[config.mk]
export PLATFORM = sky130hd
export DESIGN_NAME = complex_magnitude_isqrt
export DESIGN_NICKNAME = d
export VERILOG_FILES = /design/src/rtl/cmi_pkg.sv /design/src/rtl/cmi_square.sv /design/src/rtl/cmi_sqrt_stage.sv /design/src/rtl/complex_magnitude_isqrt.sv
export VERILOG_INCLUDE_DIRS = /design/src /design/src/rtl
export SDC_FILE = /design/constraint.sdc
export NUM_CORES = 2
export LEC_CHECK = 0
export BUFFER_PORTS_ARGS = -buffer_cell sky130_fd_sc_hd__clkbuf_2
export CAP_MARGIN = 20
export CORE_AREA = 2 2 298 300
export DETAILED_ROUTE_END_ITERATION = 6
export DIE_AREA = 0 0 300 302
export PLACE_DENSITY_LB_ADDON = 0.1
export SKIP_LAST_GASP = 1
export SYNTH_ARGS = -nofsm -noshare
export SYNTH_HDL_FRONTEND = slang
export SYNTH_SLANG_ARGS = --single-unit
[constraint.sdc]
create_clock -name clk -period 21.6 [get_ports clk]
set_input_delay 1.08 -clock clk [delete_from_list [all_inputs] [get_ports clk]]
set_output_delay 1.08 -clock clk [all_outputs]
set_load 0.01 [all_outputs]
[src/rtl/complex_magnitude_isqrt_macros.svh]
// Assertion macros shared by the complex magnitude block.
`ifndef COMPLEX_MAGNITUDE_ISQRT_MACROS_SVH
`define COMPLEX_MAGNITUDE_ISQRT_MACROS_SVH

`ifndef NO_ASSERTIONS
// Same-cycle implication, disabled in reset.
`define CMI_ASSERT_IMPL(label, clk, rst, lhs, rhs) \
  label: assert property (@(posedge clk) disable iff (rst) (lhs) |-> (rhs)) \
    else $error("assertion failed");
// Next-cycle implication, disabled in reset.
`define CMI_ASSERT_NEXT(label, clk, rst, lhs, rhs) \
  label: assert property (@(posedge clk) disable iff (rst) (lhs) |=> (rhs)) \
    else $error("assertion failed");
`else
`define CMI_ASSERT_IMPL(label, clk, rst, lhs, rhs)
`define CMI_ASSERT_NEXT(label, clk, rst, lhs, rhs)
`endif

`endif

[src/rtl/cmi_pkg.sv]
// Shared constants and pipeline control type for the complex magnitude block.
package cmi_pkg;

  // Width and saturation value of the magnitude result
  localparam int MAG_W = 16;
  localparam logic [MAG_W-1:0] MAG_MAX = 16'hFFFF;

  // Control handed to the front end and to every root-step stage
  typedef struct packed {
    logic valid;    // item present at the stage input
    logic advance;  // whole pipeline moves this cycle
  } stage_ctl_t;

endpackage

[src/rtl/cmi_square.sv]
// Front end: absolute values, squares and sum of squares over three stages.
module cmi_square #(
  parameter int SAMPLE_WIDTH = 16
) (
  input  logic                        clk,
  input  logic                        rst,
  input  cmi_pkg::stage_ctl_t         ctl,
  input  logic [SAMPLE_WIDTH-1:0]     bin_real,
  input  logic [SAMPLE_WIDTH-1:0]     bin_imag,
  output logic                        sum_valid,
  output logic [2*SAMPLE_WIDTH-1:0]   sum
);

  localparam int SUM_W = 2 * SAMPLE_WIDTH;

  logic                    abs_valid;
  logic [SAMPLE_WIDTH-1:0] abs_real;
  logic [SAMPLE_WIDTH-1:0] abs_imag;
  logic                    sq_valid;
  logic [SUM_W-1:0]        sq_real;
  logic [SUM_W-1:0]        sq_imag;

  // Advance the valid bits
  always_ff @(posedge clk) begin
    if (rst) begin
      abs_valid <= 1'b0;
      sq_valid  <= 1'b0;
      sum_valid <= 1'b0;
    end else if (ctl.advance) begin
      abs_valid <= ctl.valid;
      sq_valid  <= abs_valid;
      sum_valid <= sq_valid;
    end
  end

  // Magnitude of each part; the most negative value maps to its unsigned twin
  always_ff @(posedge clk) begin
    if (ctl.advance) begin
      abs_real <= bin_real[SAMPLE_WIDTH-1] ? (~bin_real + 1'b1) : bin_real;
      abs_imag <= bin_imag[SAMPLE_WIDTH-1] ? (~bin_imag + 1'b1) : bin_imag;
    end
  end

  // Square each part at full width
  always_ff @(posedge clk) begin
    if (ctl.advance) begin
      sq_real <= SUM_W'(abs_real) * SUM_W'(abs_real);
      sq_imag <= SUM_W'(abs_imag) * SUM_W'(abs_imag);
    end
  end

  // Add the squares; the sum never exceeds 2^(SUM_W-1)
  always_ff @(posedge clk) begin
    if (ctl.advance) begin
      sum <= sq_real + sq_imag;
    end
  end

endmodule

[src/rtl/cmi_sqrt_stage.sv]
// One restoring square-root step: try one root bit and keep the remainder.
module cmi_sqrt_stage #(
  parameter int SUM_W = 32,
  parameter int STEP  = 0
) (
  input  logic                clk,
  input  logic                rst,
  input  cmi_pkg::stage_ctl_t ctl,
  input  logic [SUM_W-1:0]    rem_in,
  input  logic [SUM_W-1:0]    acc_in,
  output logic                valid_out,
  output logic [SUM_W-1:0]    rem_out,
  output logic [SUM_W-1:0]    acc_out
);

  // Trial bit of this step: moves down two positions per step
  localparam logic [SUM_W:0] TRIAL = (SUM_W+1)'(1) << (SUM_W - 2 - 2 * STEP);

  logic [SUM_W:0] probe;
  logic [SUM_W:0] acc_taken;
  logic           take;
  logic [SUM_W:0] rem_taken;

  // Compare remainder against partial root plus trial bit
  always_comb begin
    probe     = {1'b0, acc_in} + TRIAL;
    take      = {1'b0, rem_in} >= probe;
    rem_taken = {1'b0, rem_in} - probe;
    acc_taken = probe + TRIAL;
  end

  // Hold the valid bit with the data
  always_ff @(posedge clk) begin
    if (rst) begin
      valid_out <= 1'b0;
    end else if (ctl.advance) begin
      valid_out <= ctl.valid;
    end
  end

  // Accept or reject the bit, then halve the partial root
  always_ff @(posedge clk) begin
    if (ctl.advance) begin
      if (take) begin
        rem_out <= rem_taken[SUM_W-1:0];
        acc_out <= acc_taken[SUM_W:1];
      end else begin
        rem_out <= rem_in;
        acc_out <= acc_in >> 1;
      end
    end
  end

endmodule

[src/rtl/complex_magnitude_isqrt.sv]
// Throughput: one bin per cycle while the output is not stalled; three front-end
// stages, one root step per stage (SAMPLE_WIDTH steps, each one add and compare), and
// one saturating output stage.
// A stalled output freezes the whole pipeline and stalls the input.
// Reset (rst, synchronous, active high) clears all valid bits; no other state.
// Top level: floor of complex magnitude by pipelined restoring square root.
`include "complex_magnitude_isqrt_macros.svh"

module complex_magnitude_isqrt #(
  parameter int SAMPLE_WIDTH = 16
) (
  input  logic                          clk,
  input  logic                          rst,
  input  logic                          bin_valid,
  output logic                          bin_stall,
  input  logic [SAMPLE_WIDTH-1:0]       bin_real,
  input  logic [SAMPLE_WIDTH-1:0]       bin_imag,
  output logic                          mag_valid,
  input  logic                          mag_stall,
  output logic [cmi_pkg::MAG_W-1:0]     magnitude
);

  localparam int SUM_W = 2 * SAMPLE_WIDTH;
  localparam int STEPS = SAMPLE_WIDTH;

  logic                 advance;
  logic [STEPS:0]       valid_pipe;
  logic [SUM_W-1:0]     rem_pipe [0:STEPS];
  logic [SUM_W-1:0]     acc_pipe [0:STEPS];
  logic                 saturate;

  // Move everything unless a finished item is held at the output
  assign advance   = !(mag_valid && mag_stall);
  assign bin_stall = !advance;

  // Front end: abs, square, sum
  cmi_square #(
    .SAMPLE_WIDTH(SAMPLE_WIDTH)
  ) u_square (
    .clk      (clk),
    .rst      (rst),
    .ctl      ('{valid: bin_valid, advance: advance}),
    .bin_real (bin_real),
    .bin_imag (bin_imag),
    .sum_valid(valid_pipe[0]),
    .sum      (rem_pipe[0])
  );

  assign acc_pipe[0] = '0;

  // Root steps, one per stage
  for (genvar k = 0; k < STEPS; k++) begin : g_step
    cmi_sqrt_stage #(
      .SUM_W(SUM_W),
      .STEP (k)
    ) u_stage (
      .clk      (clk),
      .rst      (rst),
      .ctl      ('{valid: valid_pipe[k], advance: advance}),
      .rem_in   (rem_pipe[k]),
      .acc_in   (acc_pipe[k]),
      .valid_out(valid_pipe[k+1]),
      .rem_out  (rem_pipe[k+1]),
      .acc_out  (acc_pipe[k+1])
    );
  end

  // Clamp roots wider than the result field
  assign saturate = 64'(acc_pipe[STEPS]) > 64'(cmi_pkg::MAG_MAX);

  always_ff @(posedge clk) begin
    if (rst) begin
      mag_valid <= 1'b0;
    end else if (advance) begin
      mag_valid <= valid_pipe[STEPS];
    end
  end

  always_ff @(posedge clk) begin
    if (advance) begin
      magnitude <= saturate ? cmi_pkg::MAG_MAX : cmi_pkg::MAG_W'(acc_pipe[STEPS]);
    end
  end

  // An accepted bin shows up in the first front-end stage
  `CMI_ASSERT_NEXT(a_accept_enters, clk, rst, bin_valid && !bin_stall, u_square.abs_valid)
  // A stall freezes the valid bits of the sum and root-step stages
  `CMI_ASSERT_NEXT(a_stall_freezes, clk, rst, !advance, $stable(valid_pipe))
  // Restoring root leaves a remainder no larger than twice the root
  `CMI_ASSERT_IMPL(a_root_remainder, clk, rst, valid_pipe[STEPS],
                   {1'b0, rem_pipe[STEPS]} <= {acc_pipe[STEPS], 1'b0})

endmodule

# Word-level counts from Yosys, hierarchy flattened
# Index checks and enable logic that the tools add are counted.
[op_classes]
n_mul = 2
n_div = 0
eq_ne = 0
addsub = 48
muxes = 33
bitwise = 2
reduce_logical = 1
n_lt_le_gt_ge = 17
shifts = 0
[ops]
columns = ["operator", "n"]
rows = [
  ["two-way mux 31 bit", 16],
  ["greater-or-equal comparator 32 x 33 -> 1 bit", 15],
  ["two-way mux 32 bit", 15],
  ["subtractor 32 bit", 14],
  ["multiplier 16 x 16 -> 32 bit", 2],
  ["adder 32 x 1 -> 33 bit, second input constant", 1],
  ["adder 32 x 11 -> 33 bit, second input constant", 1],
  ["adder 32 x 13 -> 33 bit, second input constant", 1],
  ["adder 32 x 15 -> 33 bit, second input constant", 1],
  ["adder 32 x 17 -> 33 bit, second input constant", 1],
  ["adder 32 x 19 -> 33 bit, second input constant", 1],
  ["adder 32 x 21 -> 33 bit, second input constant", 1],
  ["adder 32 x 23 -> 33 bit, second input constant", 1],
  ["adder 32 x 25 -> 33 bit, second input constant", 1],
  ["adder 32 x 27 -> 33 bit, second input constant", 1],
  ["adder 32 x 29 -> 33 bit, second input constant", 1],
  ["adder 32 x 3 -> 33 bit, second input constant", 1],
  ["adder 32 x 5 -> 33 bit, second input constant", 1],
  ["adder 32 x 7 -> 33 bit, second input constant", 1],
  ["adder 32 x 9 -> 33 bit, second input constant", 1],
  ["adder 33 x 1 -> 33 bit, second input constant", 1],
  ["adder 33 x 11 -> 33 bit, second input constant", 1],
  ["adder 33 x 13 -> 33 bit, second input constant", 1],
  ["adder 33 x 15 -> 33 bit, second input constant", 1],
  ["19 further kinds", 22],
]
[totals]
output_inout_bits = 18
word_cells = 177
ramBits = 0
reg_bits = 1156
in_bits = 36
n_memories = 0
rom_bits = 0
latchBits = 0

# Logic depth before layout (Yosys ltp)
[depth]
depth_word = 3
ltp_mapped = 25
depth_no_buf = 23

# Cells and area by module
# A second synthesis with hierarchy kept.
[hier_totals]
hier_cells = 10677
area_unflattened_um2 = 103374.1
[by_module_without_submodules]
columns = ["module", "cells_each", "instances", "seq_area_each_um2", "area_each_um2"]
rows = [
  ["cmi_square", 2166, 1, 3843.7, 20822.5],
  ["cmi_sqrt_stage (g_step[15].u_stage)", 692, 1, 1941.9, 6089.6],
  ["cmi_sqrt_stage (g_step[14].u_stage)", 627, 1, 1941.9, 6027.0],
  ["cmi_sqrt_stage (g_step[13].u_stage)", 643, 1, 1941.9, 6003.3],
  ["cmi_sqrt_stage (g_step[11].u_stage)", 604, 1, 1941.9, 5529.1],
  ["cmi_sqrt_stage (g_step[10].u_stage)", 576, 1, 1941.9, 5522.8],
  ["cmi_sqrt_stage (g_step[12].u_stage)", 583, 1, 1941.9, 5371.4],
  ["cmi_sqrt_stage (g_step[8].u_stage)", 566, 1, 1941.9, 5273.8],
  ["cmi_sqrt_stage (g_step[9].u_stage)", 561, 1, 1941.9, 5217.5],
  ["cmi_sqrt_stage (g_step[7].u_stage)", 496, 1, 1941.9, 4964.8],
  ["cmi_sqrt_stage (g_step[6].u_stage)", 496, 1, 1941.9, 4919.7],
  ["cmi_sqrt_stage (g_step[4].u_stage)", 428, 1, 1941.9, 4673.2],
  ["cmi_sqrt_stage (g_step[5].u_stage)", 471, 1, 1941.9, 4652.0],
  ["cmi_sqrt_stage (g_step[1].u_stage)", 427, 1, 1941.9, 4614.4],
  ["+4 rows", "--", "--", "--", "--"],
]

# Worst setup path after synthesis
# Ideal clock, no wire load.
[synth_path]
path_kind = "in2reg"
from = "input port mag_stall"
to = "register g_step[0].u_stage.acc_out[30] (enable)"
setup_time_ns = 1.422
cell_stages = 2
slack_ns = -1.592
arrival_time_ns = 21.770
path_buffers = 1
t_required_ns = 20.178
cell_sequence = "nand2_1 -> clkbuf_1"
[synth_between]
elab_chain_len = 1
[synth_rtl]
columns = ["element", "line_no", "rtl"]
rows = [
  ["from (decl)", "complex_magnitude_isqrt.sv:19", "input logic mag_stall,"],
  ["logical AND 1 bit", "complex_magnitude_isqrt.sv:33", "assign advance = !(mag_valid && mag_stall);"],
  ["to (signal assigned)", "cmi_sqrt_stage.sv:46", "acc_out <= acc_taken[SUM_W:1];"],
  ["to (signal assigned)", "cmi_sqrt_stage.sv:49", "acc_out <= acc_in >> 1;"],
  ["to (decl)", "cmi_sqrt_stage.sv:13", "output logic [SUM_W-1:0] acc_out"],
]
# No other way between the ends.
# A chain may end at the register's enable or synchronous reset.

# Worst setup path after layout
[layout_path]
from = "register u_square.abs_imag[3]"
to = "register u_square.sq_imag[31] (data pin)"
[layout_between]
elab_chain_len = 1
[layout_rtl]
columns = ["element", "line_no", "rtl"]
rows = [
  ["from (decl)", "cmi_square.sv:18", "logic [SAMPLE_WIDTH-1:0] abs_imag;"],
  ["from (signal assigned)", "cmi_square.sv:40", "abs_imag <= bin_imag[SAMPLE_WIDTH-1] ? (~bin_imag + 1'b1) : bin_imag;"],
  ["multiplier 16 x 16 -> 32 bit", "cmi_square.sv:48", "sq_imag <= SUM_W'(abs_imag) * SUM_W'(abs_imag);"],
  ["to (signal assigned)", "cmi_square.sv:48", ""],
  ["to (decl)", "cmi_square.sv:21", "logic [SUM_W-1:0] sq_imag;"],
]
# No other way between the ends.

==> results <==
- The tree built by TritonCTS fans out to 778 sinks.
- The setup skew after layout is 0.0265 ns.
- The fraction of post-synthesis cell area in the top cell type by area is 0.454.
- After clock tree synthesis, the clock-pin slew on the worst setup and hold paths is 0.07 ns.
- The number of violations of the max-capacitance limit is 0.
- The final setup violation count is 0.
- For this run, design rule violations remaining after detail routing come to 0.
- Global routing finished with a remaining overflow of 0.
- The share of the Yosys chip area taken by registers is 0.462.
- The critical path data arrival time is 7.33 ns.
- The residual antenna-violating net count after detailed routing is 0.
- The reg-to-reg setup timing slack is 14.64 ns.
- The via count of the first global-routing pass was 31600.
- In the finished design, the share of the clock period the worst path needs comes to 0.322.
- The post-detailed-routing wire length is 99900 microns.
- Synthesis handed over a netlist of 4357 instances.
- The minimum clock period is 6.96 ns.
- After synthesis, the netlist uses 80 different library cells.
- Before antenna repair, the detailed router went through 5 iterations.
- Sorting the synthesized cells by area gives the leading types as sky130_fd_sc_hd__edfxtp_1, sky130_fd_sc_hd__fa_1, sky130_fd_sc_hd__ha_1, sky130_fd_sc_hd__inv_1, sky130_fd_sc_hd__xnor2_1.
- The total global routing track utilization is 0.228.
- The worst setup slack after placement is 14.69 ns.
- Setup repair after global routing left no endpoint under its margin.
- Of the cells placed in the final design, the portion with a size suffix greater than 1 is 0.0545.
- The post-synth design cell area is 50100 sq um.
- The worst-case setup margin in the final layout is 14.64 ns.
- The count of antenna diodes in the layout is 0.
- The proportion of synthesized flip-flops having asynchronous set or reset is 0.
- The core region is 87600 sq um.
- In this run, synthesis produced a sequential element count of 778.
- Buffers inserted to repair hold after CTS numbered 0.
- The worst setup path is launched from a flip-flop.
- Clock tree synthesis selected as its root buffer the cell sky130_fd_sc_hd__clkbuf_16.
- The average wire length per cell after detail routing is 17.6 microns.
- The largest area contributor in the synthesized netlist is sky130_fd_sc_hd__edfxtp_1.
- The post-synth net total is 5108.
- The die is 302 microns tall.
- The net count of the finished layout is 5181.
- The warning count from the yosys run is 0.
- The run finished with clean final reports.
- The H-tree generated during clock tree synthesis spans 3 levels.
- From synthesis to final layout, the design area changed by 8.50%.
- The area of the die is 90600 sq um.
- The number of vias per cell is 5.49.
- The number of setup buffers added after CTS is 0.
- The clock latency at the later pin of the worst-skew pair is 0.65 ns.
- At the pin with the least slew margin, the transition time is 1.21 ns.
- In this run the worst hold path is classified as reg -> reg.
- The setup TNS after final layout is 0 ns.
- The largest net degree at the start of global routing is 210.
- Once detailed placement completed, the half-perimeter wirelength came to 76900 microns.
- The number of max-slew violations in the final report is 0.
- The dominant register cell in the synthesized netlist is sky130_fd_sc_hd__edfxtp_1.
- The first global-routing pass estimated 164000 microns of wire.
- Headroom to the max-slew limit came out at 0.191.
- The post-cts sizing count is 0.
- The highest achievable clock rate is 144 MHz.
- The clock tree buffer depth is 3.
- The largest driver fanout on the critical path is 13.
- The number of failing hold endpoints at the final stage came to 0.
- The CTS tree is yes.
- The type of element capturing the critical path is a flip-flop.
- The critical path is of the reg -> reg type.
- STA puts the critical path data required time at 21.97 ns.
- The number of I/O port buffers is 53.
- After the first detailed-routing iteration, the DRC count stood at 2061.
- Measured along the x axis, the die boundary spans 300 microns.
- Counting flops with a built-in enable in the synthesized netlist gives 758.
- For this block, the via count after detailed routing is 31100.
- The number of clock buffers inserted by TritonCTS is 82.
- The mean instance size in the synthesized netlist is 11.5 sq um.
- The initial utilization of the core area, before any placement, comes to 0.573.
- At the end of routability-driven placement, the weighted congestion stood at 0.891.
- The number of antenna violations at the first check in global routing is 0.
- In this run the count of I/O pins placed on the die edge is 54.
- In this run the core area contains 109 standard-cell rows.
logic make-up (layout without fill, tap and decap cells):
group	Yosys count	after routing	share of synthesized area
adder cells (fa/ha/maj)	715	715	0.228
AO/OA/AOI/OAI	642	642	0.0808
AND/OR/NAND/NOR	1087	1087	0.109
flip-flops	778	778	0.462
XOR/XNOR	320	320	0.0559
multiplexers	22	22	0.00472
buffers and inverters	793	934	0.0599
cell type report:
type | instances | area, sq um
Multi-Input combinational cell | 2786 | 24000
Tap cell | 1165 | 1460
Timing Repair Buffer | 67 | 395
Clock buffer | 96 | 2160
Inverter | 715 | 2680
Fill cell | 6987 | 33200
Sequential cell | 778 | 23200
Clock inverter | 56 | 548
path summary, 6_finish.rpt:
check	from	end	cells past startpoint
worst min-delay path	g_step[15].u_stage.acc_out[11]	magnitude[11]	0
worst max-delay path	u_square.abs_imag[3]	u_square.sq_imag[31]	23
worst max register to register	u_square.abs_imag[3]	u_square.sq_imag[31]	23
worst min register to register	g_step[15].u_stage.acc_out[11]	magnitude[11]	0
per-layer routing:
| metal | GRT usage | vias to the layer above | share of wire |
|---|---|---|---|
| li1 | - | 15100 | - |
| met3 | 0.0269 | 164 | 0.036 |
| met1 | 0.296 | 15300 | 0.43 |
| met5 | 0 | - | 0 |
| met2 | 0.406 | 566 | 0.51 |
| met4 | 0.0629 | 0 | 0.027 |
per-stage QoR:
| step | utilization | std cells | hold WS [ns] | area, sq um |
|---|---|---|---|---|
| after global routing | 0.621 | 5663 | 0.428 | 54400 |
| final | 0.621 | 5663 | 0.410 | 54400 |
| after floorplan | - | 4357 | 0.400 | 50100 |
| after detailed placement | 0.590 | 5510 | 0.405 | 51700 |
| after CTS | 0.621 | 5662 | 0.412 | 54400 |
| after global placement | 0.590 | 5510 | 0.400 | 51700 |
flip-flops by register name, summed over array words and instances (netlist names):
name,flops
g_step.u_stage.acc_out,136
u_square.sq_real,31
magnitude,16
g_step.u_stage.valid_out,16
u_square.abs_real,16
u_square.sum_valid,1
u_square.sum,32
u_square.abs_valid,1
u_square.sq_imag,31
g_step.u_stage.rem_out,480
u_square.sq_valid,1
mag_valid,1
u_square.abs_imag,16
cell usage in the layout, fill, tap and decap left out, types with 143 or more instances in the layout:
cell type	synthesis	layout
sky130_fd_sc_hd__xor2_1	143	143
sky130_fd_sc_hd__nand2_1	372	371
sky130_fd_sc_hd__ha_1	386	386
sky130_fd_sc_hd__edfxtp_1	758	758
sky130_fd_sc_hd__a21oi_1	169	169
sky130_fd_sc_hd__fa_1	329	329
sky130_fd_sc_hd__xnor2_1	177	177
sky130_fd_sc_hd__o21ai_0	185	185
sky130_fd_sc_hd__inv_1	713	713
sky130_fd_sc_hd__nor2_1	159	159
Yosys cell counts (38+ instances only):
| cell | number |
|---|---|
| sky130_fd_sc_hd__nor2_1 | 159 |
| sky130_fd_sc_hd__a21o_1 | 78 |
| sky130_fd_sc_hd__ha_1 | 386 |
| sky130_fd_sc_hd__nand2b_1 | 46 |
| sky130_fd_sc_hd__and2_1 | 101 |
| sky130_fd_sc_hd__nand3_1 | 48 |
| sky130_fd_sc_hd__inv_1 | 713 |
| sky130_fd_sc_hd__nor3_1 | 78 |
| sky130_fd_sc_hd__nor4_1 | 87 |
| sky130_fd_sc_hd__xnor2_1 | 177 |
| sky130_fd_sc_hd__nand2_1 | 372 |
| sky130_fd_sc_hd__edfxtp_1 | 758 |
| sky130_fd_sc_hd__clkbuf_1 | 69 |
| sky130_fd_sc_hd__o21ai_0 | 185 |
| sky130_fd_sc_hd__fa_1 | 329 |
| sky130_fd_sc_hd__xor2_1 | 143 |
| sky130_fd_sc_hd__a21oi_1 | 169 |
| sky130_fd_sc_hd__nor2b_1 | 38 |
critical path, cell delays in order (launching register included):
cell                       delay (ns)
sky130_fd_sc_hd__edfxtp_1        0.61
sky130_fd_sc_hd__inv_1           0.28
sky130_fd_sc_hd__nor2_1          0.12
sky130_fd_sc_hd__fa_1            0.51
sky130_fd_sc_hd__inv_1           0.05
sky130_fd_sc_hd__fa_1            0.47
sky130_fd_sc_hd__inv_1           0.05
sky130_fd_sc_hd__fa_1            0.49
sky130_fd_sc_hd__inv_1           0.05
sky130_fd_sc_hd__fa_1            0.47
sky130_fd_sc_hd__inv_1           0.05
sky130_fd_sc_hd__fa_1            0.56
sky130_fd_sc_hd__inv_1           0.06
sky130_fd_sc_hd__fa_1            0.53
sky130_fd_sc_hd__inv_1           0.04
sky130_fd_sc_hd__ha_1            0.35
sky130_fd_sc_hd__a21oi_1         0.26
sky130_fd_sc_hd__o211ai_1        0.22
sky130_fd_sc_hd__nor3_1          0.50
sky130_fd_sc_hd__o211ai_1        0.23
sky130_fd_sc_hd__a41oi_1         0.38
sky130_fd_sc_hd__o21ai_0         0.13
sky130_fd_sc_hd__a21oi_1         0.19
sky130_fd_sc_hd__xnor2_1         0.08
Power is not shown: default switching activity piles up to over one toggle a cycle in this logic, so the estimate is an artifact.
